`src/hdl/vwe_pkg.sv`:
```
// Package for the vertex welder: payload structs, register indexes, widths.
package vwe_pkg;

  localparam int unsigned TABLE_DEPTH_DEF = 1024;
  localparam int unsigned COORD_W         = 32;
  localparam int unsigned FLAG_W          = 16;
  localparam int unsigned EPS_W           = 31;
  localparam int unsigned INDEX_W         = 10;
  localparam int unsigned LANES           = 5;
  localparam int unsigned CFG_IDX_W       = 2;

  localparam logic [CFG_IDX_W-1:0] REG_MATCH_EPSILON  = 2'd0;
  localparam logic [CFG_IDX_W-1:0] REG_COMPARE_FLAGS  = 2'd1;
  localparam logic [CFG_IDX_W-1:0] REG_COMPARE_TEXELS = 2'd2;

  localparam logic [EPS_W-1:0] EPS_RESET = 31'd66;

  typedef logic signed [COORD_W-1:0] coord_t;

  typedef struct packed {
    logic        new_mesh;
    coord_t      pos_x;
    coord_t      pos_y;
    coord_t      pos_z;
    coord_t      tex_u;
    coord_t      tex_v;
    logic [FLAG_W-1:0] vertex_flags;
  } in_data_t;

  typedef struct packed {
    logic [INDEX_W-1:0] welded_index;
    logic               is_duplicate;
    logic               table_full;
  } out_data_t;

  // One stored vertex: lane 0..4 = x, y, z, u, v
  typedef struct packed {
    coord_t [LANES-1:0] crd;
    logic [FLAG_W-1:0]  flags;
  } entry_t;

  // What one compare cell hands to the next
  typedef struct packed {
    logic               valid;
    logic               match;
    coord_t [LANES-1:0] crd;
  } link_t;

endpackage

```
`src/hdl/vwe_cell.sv`:
```
// Compare cell: checks one coordinate lane within epsilon, passes the rest on.
module vwe_cell
  import vwe_pkg::*;
#(
  parameter int unsigned LANE = 0,
  parameter int unsigned AW   = 10
) (
  input  logic             clk,
  input  logic             rst_n,
  input  logic             flush,
  input  logic             en,
  input  logic [EPS_W-1:0] eps,
  input  coord_t           vtx,
  input  link_t            lnk_in,
  input  logic [AW-1:0]    idx_in,
  output link_t            lnk_out,
  output logic [AW-1:0]    idx_out
);

  logic signed [COORD_W:0] diff;
  logic signed [COORD_W:0] epsx;
  logic                    in_eps;
  logic                    valid_r;
  logic                    match_r;
  coord_t [LANES-1:0]      crd_r;
  logic [AW-1:0]           idx_r;

  assign diff   = {vtx[COORD_W-1], vtx} - {lnk_in.crd[LANE][COORD_W-1], lnk_in.crd[LANE]};
  assign epsx   = {2'b00, eps};
  assign in_eps = (diff <= epsx) && (diff >= -epsx);

  always_ff @(posedge clk) begin
    if (!rst_n) begin
      valid_r <= 1'b0;
    end else begin
      valid_r <= lnk_in.valid & ~flush;
    end
    match_r <= lnk_in.match & (~en | in_eps);
    crd_r   <= lnk_in.crd;
    idx_r   <= idx_in;
  end

  assign lnk_out.valid = valid_r;
  assign lnk_out.match = match_r;
  assign lnk_out.crd   = crd_r;
  assign idx_out       = idx_r;

endmodule

```
`config.mk`:
```
export PLATFORM = sky130hd
export DESIGN_NAME = vwe_cell
export DESIGN_NICKNAME = d
export VERILOG_FILES = /design/src/hdl/vwe_pkg.sv /design/src/hdl/vwe_cell.sv
export SDC_FILE = /design/constraint.sdc
export NUM_CORES = 1
export LEC_CHECK = 0
export ABC_AREA = 1
export BUFFER_PORTS_ARGS = -buffer_cell sky130_fd_sc_hd__buf_2
export CAP_MARGIN = 20
export CORE_AREA = 5 5 155 157
export CTS_BUF_LIST = sky130_fd_sc_hd__clkbuf_16
export CTS_CLUSTER_SIZE = 12
export DETAILED_ROUTE_END_ITERATION = 10
export DIE_AREA = 0 0 160 162
export PLACE_DENSITY_LB_ADDON = 0.05
export SYNTH_ARGS = -nofsm -noshare
export SYNTH_HDL_FRONTEND = slang
export SYNTH_SLANG_ARGS = --single-unit
```
`constraint.sdc`:
```
create_clock -name clk -period 8.7 [get_ports clk]
set_clock_uncertainty 0.1 [all_clocks]
set_input_delay 0 -clock clk [delete_from_list [all_inputs] [get_ports clk]]
set_output_delay 0 -clock clk [all_outputs]
set_load 0.01 [all_outputs]
```
==> results.md <==
* Run status: finished clean
* Average wire per cell in the routed design at between 15 and 20 um
* Standard cell core area at ~22000 um^2
* CP max-delay cell: sky130_fd_sc_hd__dlygate4sd3_1
* Fraction of layout instances using a drive strength above 1 at about a third
* Number of top-level design ports at ~410
* Number of remaining DRC errors at 0
* Average via count per standard cell at ~4.5
* Post-Synthesis Mean Instance Area at about 9 um^2
* Top cell family by delay on the critical path: buffers and inverters
* Cell taking the most area after synthesis: sky130_fd_sc_hd__dfxtp_1
* Slew Viols, Final at 0
* CP Launch Type: primary input
* Count of vias placed by the detailed router at around 7900
* Clock period minus worst slack at ~4.2 ns
* Maximum fanout along the worst path at 3
* Worst path arrival time at 4.43 ns
* Upper clock frequency limit at about 240 MHz
* Buffers and inverters on the worst path at 4
* Seq/Total Area, Yosys at between 40% and 50%
* Worst Path Required at slightly below 9 ns
* Longest Clk Path Bufs at 2
* Most frequent standard cell in the layout excluding fill and tap cells: sky130_fd_sc_hd__buf_2
* Routability congestion estimate at 0.903
* Post-Place Cell Area at ~10000 um^2
* Seq pwr share at 39.5%
* Final instance area at between 10000 and 15000 um^2
* Clock power frac at 34.2%
* Area share of the largest cell type after synthesis at 45.2%
* Register bit total from synthesis at between 150 and 200
* Total setup buffers inserted after CTS at 0
* Initial antenna violation count at 3
* Unrepaired setup endpoints after global routing: false
* Post-Route WL at 30500 um
* Critical setup path kind: primary input to flip-flop
* Reg clk slew, reported paths at approximately 0.070 ns
* Total of endpoints with negative setup slack in the final report at 0
* Port buffer count at just over 400
* Vias in the first global route at between 8000 and 9000
* Number of warnings printed during yosys synthesis at 0
* Highest-count cells in the layout ignoring fill and taps: sky130_fd_sc_hd__buf_2, sky130_fd_sc_hd__dlygate4sd3_1, sky130_fd_sc_hd__dfxtp_1
* Clock tree from TritonCTS: built
* Worst hold-check path type: primary input to flip-flop
* DRT antenna net count at 0
* Cell internal power dissipation at about 1.5 mW
* Deepest level of the CTS H-tree at 4
* Placement-stage worst setup slack at approximately 5.1 ns
* Worst stage delay on the critical path at 0.54 ns
* DP HPWL at about 25000 um
* Setup Total Neg Slack at 0 ns
* Final global-route overflow total at 0
* Quantity of hold-fixing buffers added after cts at approximately 170
* Initial standard-cell utilization of the core at 34.0%
* Synthesis-to-finish area growth at 61.9%
* Maximum number of pins on one net before global-route repair at 19
* Post-Syn Nets at about 1200
* GR Util All Layers at between 20% and 30%
* Area contributors post-synth: sky130_fd_sc_hd__dfxtp_1, sky130_fd_sc_hd__ha_1, sky130_fd_sc_hd__nand2_1
* Die outline area at ~26000 um^2
* Comb pwr share at about a quarter
* First-pass GRT wire length at 46600 um
* # rows at between 50 and 60
* Leakage power total at 6.39 nW
* Final worst slack at 4.49 ns
* Final hold violation count at 0
* Post-CTS Resized at 0
* TritonCTS buffer count at 17
* Worst vdd ir at approximately 0.12 mV
* CP dominant cell by count: sky130_fd_sc_hd__nand2_1
* Nature of the critical path endpoint: flip-flop
* Net switching power at ~0.67 mW
* Gate count after technology mapping at 860
* Switching power as a share of total power at around a third
* Final worst path period share at between 40% and 50%
* Measured slew at the worst slew-check pin at 0.517 ns
* Area of the mapped netlist at between 7000 and 8000 um^2
* DRT iter0 DRCs at about 370
* Power density over the cells at 172 nW/um^2
* Clk sinks at 172
* Height of the chip at around 160 um
* Number of nets at the end of the flow at roughly 1800
* Clk Tree Root Cell: sky130_fd_sc_hd__clkbuf_16
* Die outline width at between 150 and 200 um
* DRT Pass-1 Iters at 5
* Post-synth cell types at 39
* Relative slew slack at about 65%
* Max-Cap Viols at 0
## per-stage QoR
stage | power, mW | util, % | std cells | hold slack [ns]
6_report | 2.13 | 55.1 | 1760 | 0.108
3_5_place_dp | 1.35 | 44.7 | 1553 | 0.00362
4_1_cts | 2.15 | 55.1 | 1758 | 0.0837
3_3_place_gp | 1.35 | 44.7 | 1553 | 0.00197
2_1_floorplan | 1.15 | - | 860 | -0.0723
5_1_grt | 2.26 | 55.1 | 1760 | 0.0906
## area by class of cell
class                           instances  area (um^2)
Tap cell                              285          357
Clock buffer                           17          425
Clock inverter                         14          146
Antenna cell                            2         5.00
Inverter                              116          435
Sequential cell                       172         3440
Multi-Input combinational cell        570         3720
Fill cell                            2054        10000
Timing Repair Buffer                  584         3790
## sequential cells by signal, indices dropped and copies added, names as in the netlist
register  flops
match_r       1
lnk_out     160
idx_out      10
valid_r       1
## kinds of logic after synthesis
kind of cell	synth area share (%)
xor+xnor	5.87
compound gates	8.79
simple gates	18.2
fa+ha+maj	16.0
buf+inv	5.92
flops	45.2
## metal layers
metal | wire length [um] | part of all wire [%] | track usage (%) | vias up
met5 | 0 | 0 | 0 | -
met4 | 786 | 2.6 | 7.31 | 0
met3 | 1580 | 5.2 | 5.30 | 41
met2 | 15500 | 51 | 41.3 | 252
met1 | 12600 | 41 | 27.2 | 3545
li1 | - | - | - | 4028
## power by group through the flow
stage / sequential (mW) / clock, mW / combinational [mW]
4_1_cts: 0.840 / 0.750 / 0.560
5_1_grt: 0.845 / 0.782 / 0.631
2_1_floorplan: 0.881 / 0 / 0.269
6_report: 0.841 / 0.727 / 0.558
3_5_place_dp: 0.858 / 0 / 0.492
3_3_place_gp: 0.857 / 0 / 0.493
## synthesized netlist by cell type (all sizes together)
| library cell | n |
|---|---|
| a211oi | 1 |
| o21ai | 38 |
| buf | 2 |
| xnor2 | 12 |
| nand2 | 143 |
| o211ai | 1 |
| o311ai | 2 |
| dfxtp | 172 |
| o41ai | 1 |
| nor3 | 9 |
| a21boi | 1 |
| nor3b | 1 |
| fa | 1 |
| nor2 | 83 |
| and3 | 3 |
| a221oi | 1 |
| nor4 | 5 |
| nand3 | 38 |
| inv | 116 |
| a21o | 5 |
| xor2 | 39 |
| ha | 96 |
| a21oi | 71 |
| nand3b | 2 |
| a31oi | 2 |
| o221ai | 1 |
| nand4 | 13 |
| o31ai | 1 |
## final timing paths
path	start	slack [ns]	depth (start not counted)	endpoint
min	lnk_in[92]	0.11	2	lnk_out[92]$_DFF_P_
max	lnk_in[0]	4.49	27	match_r$_DFF_P_
(Power assumes the default switching activity.)
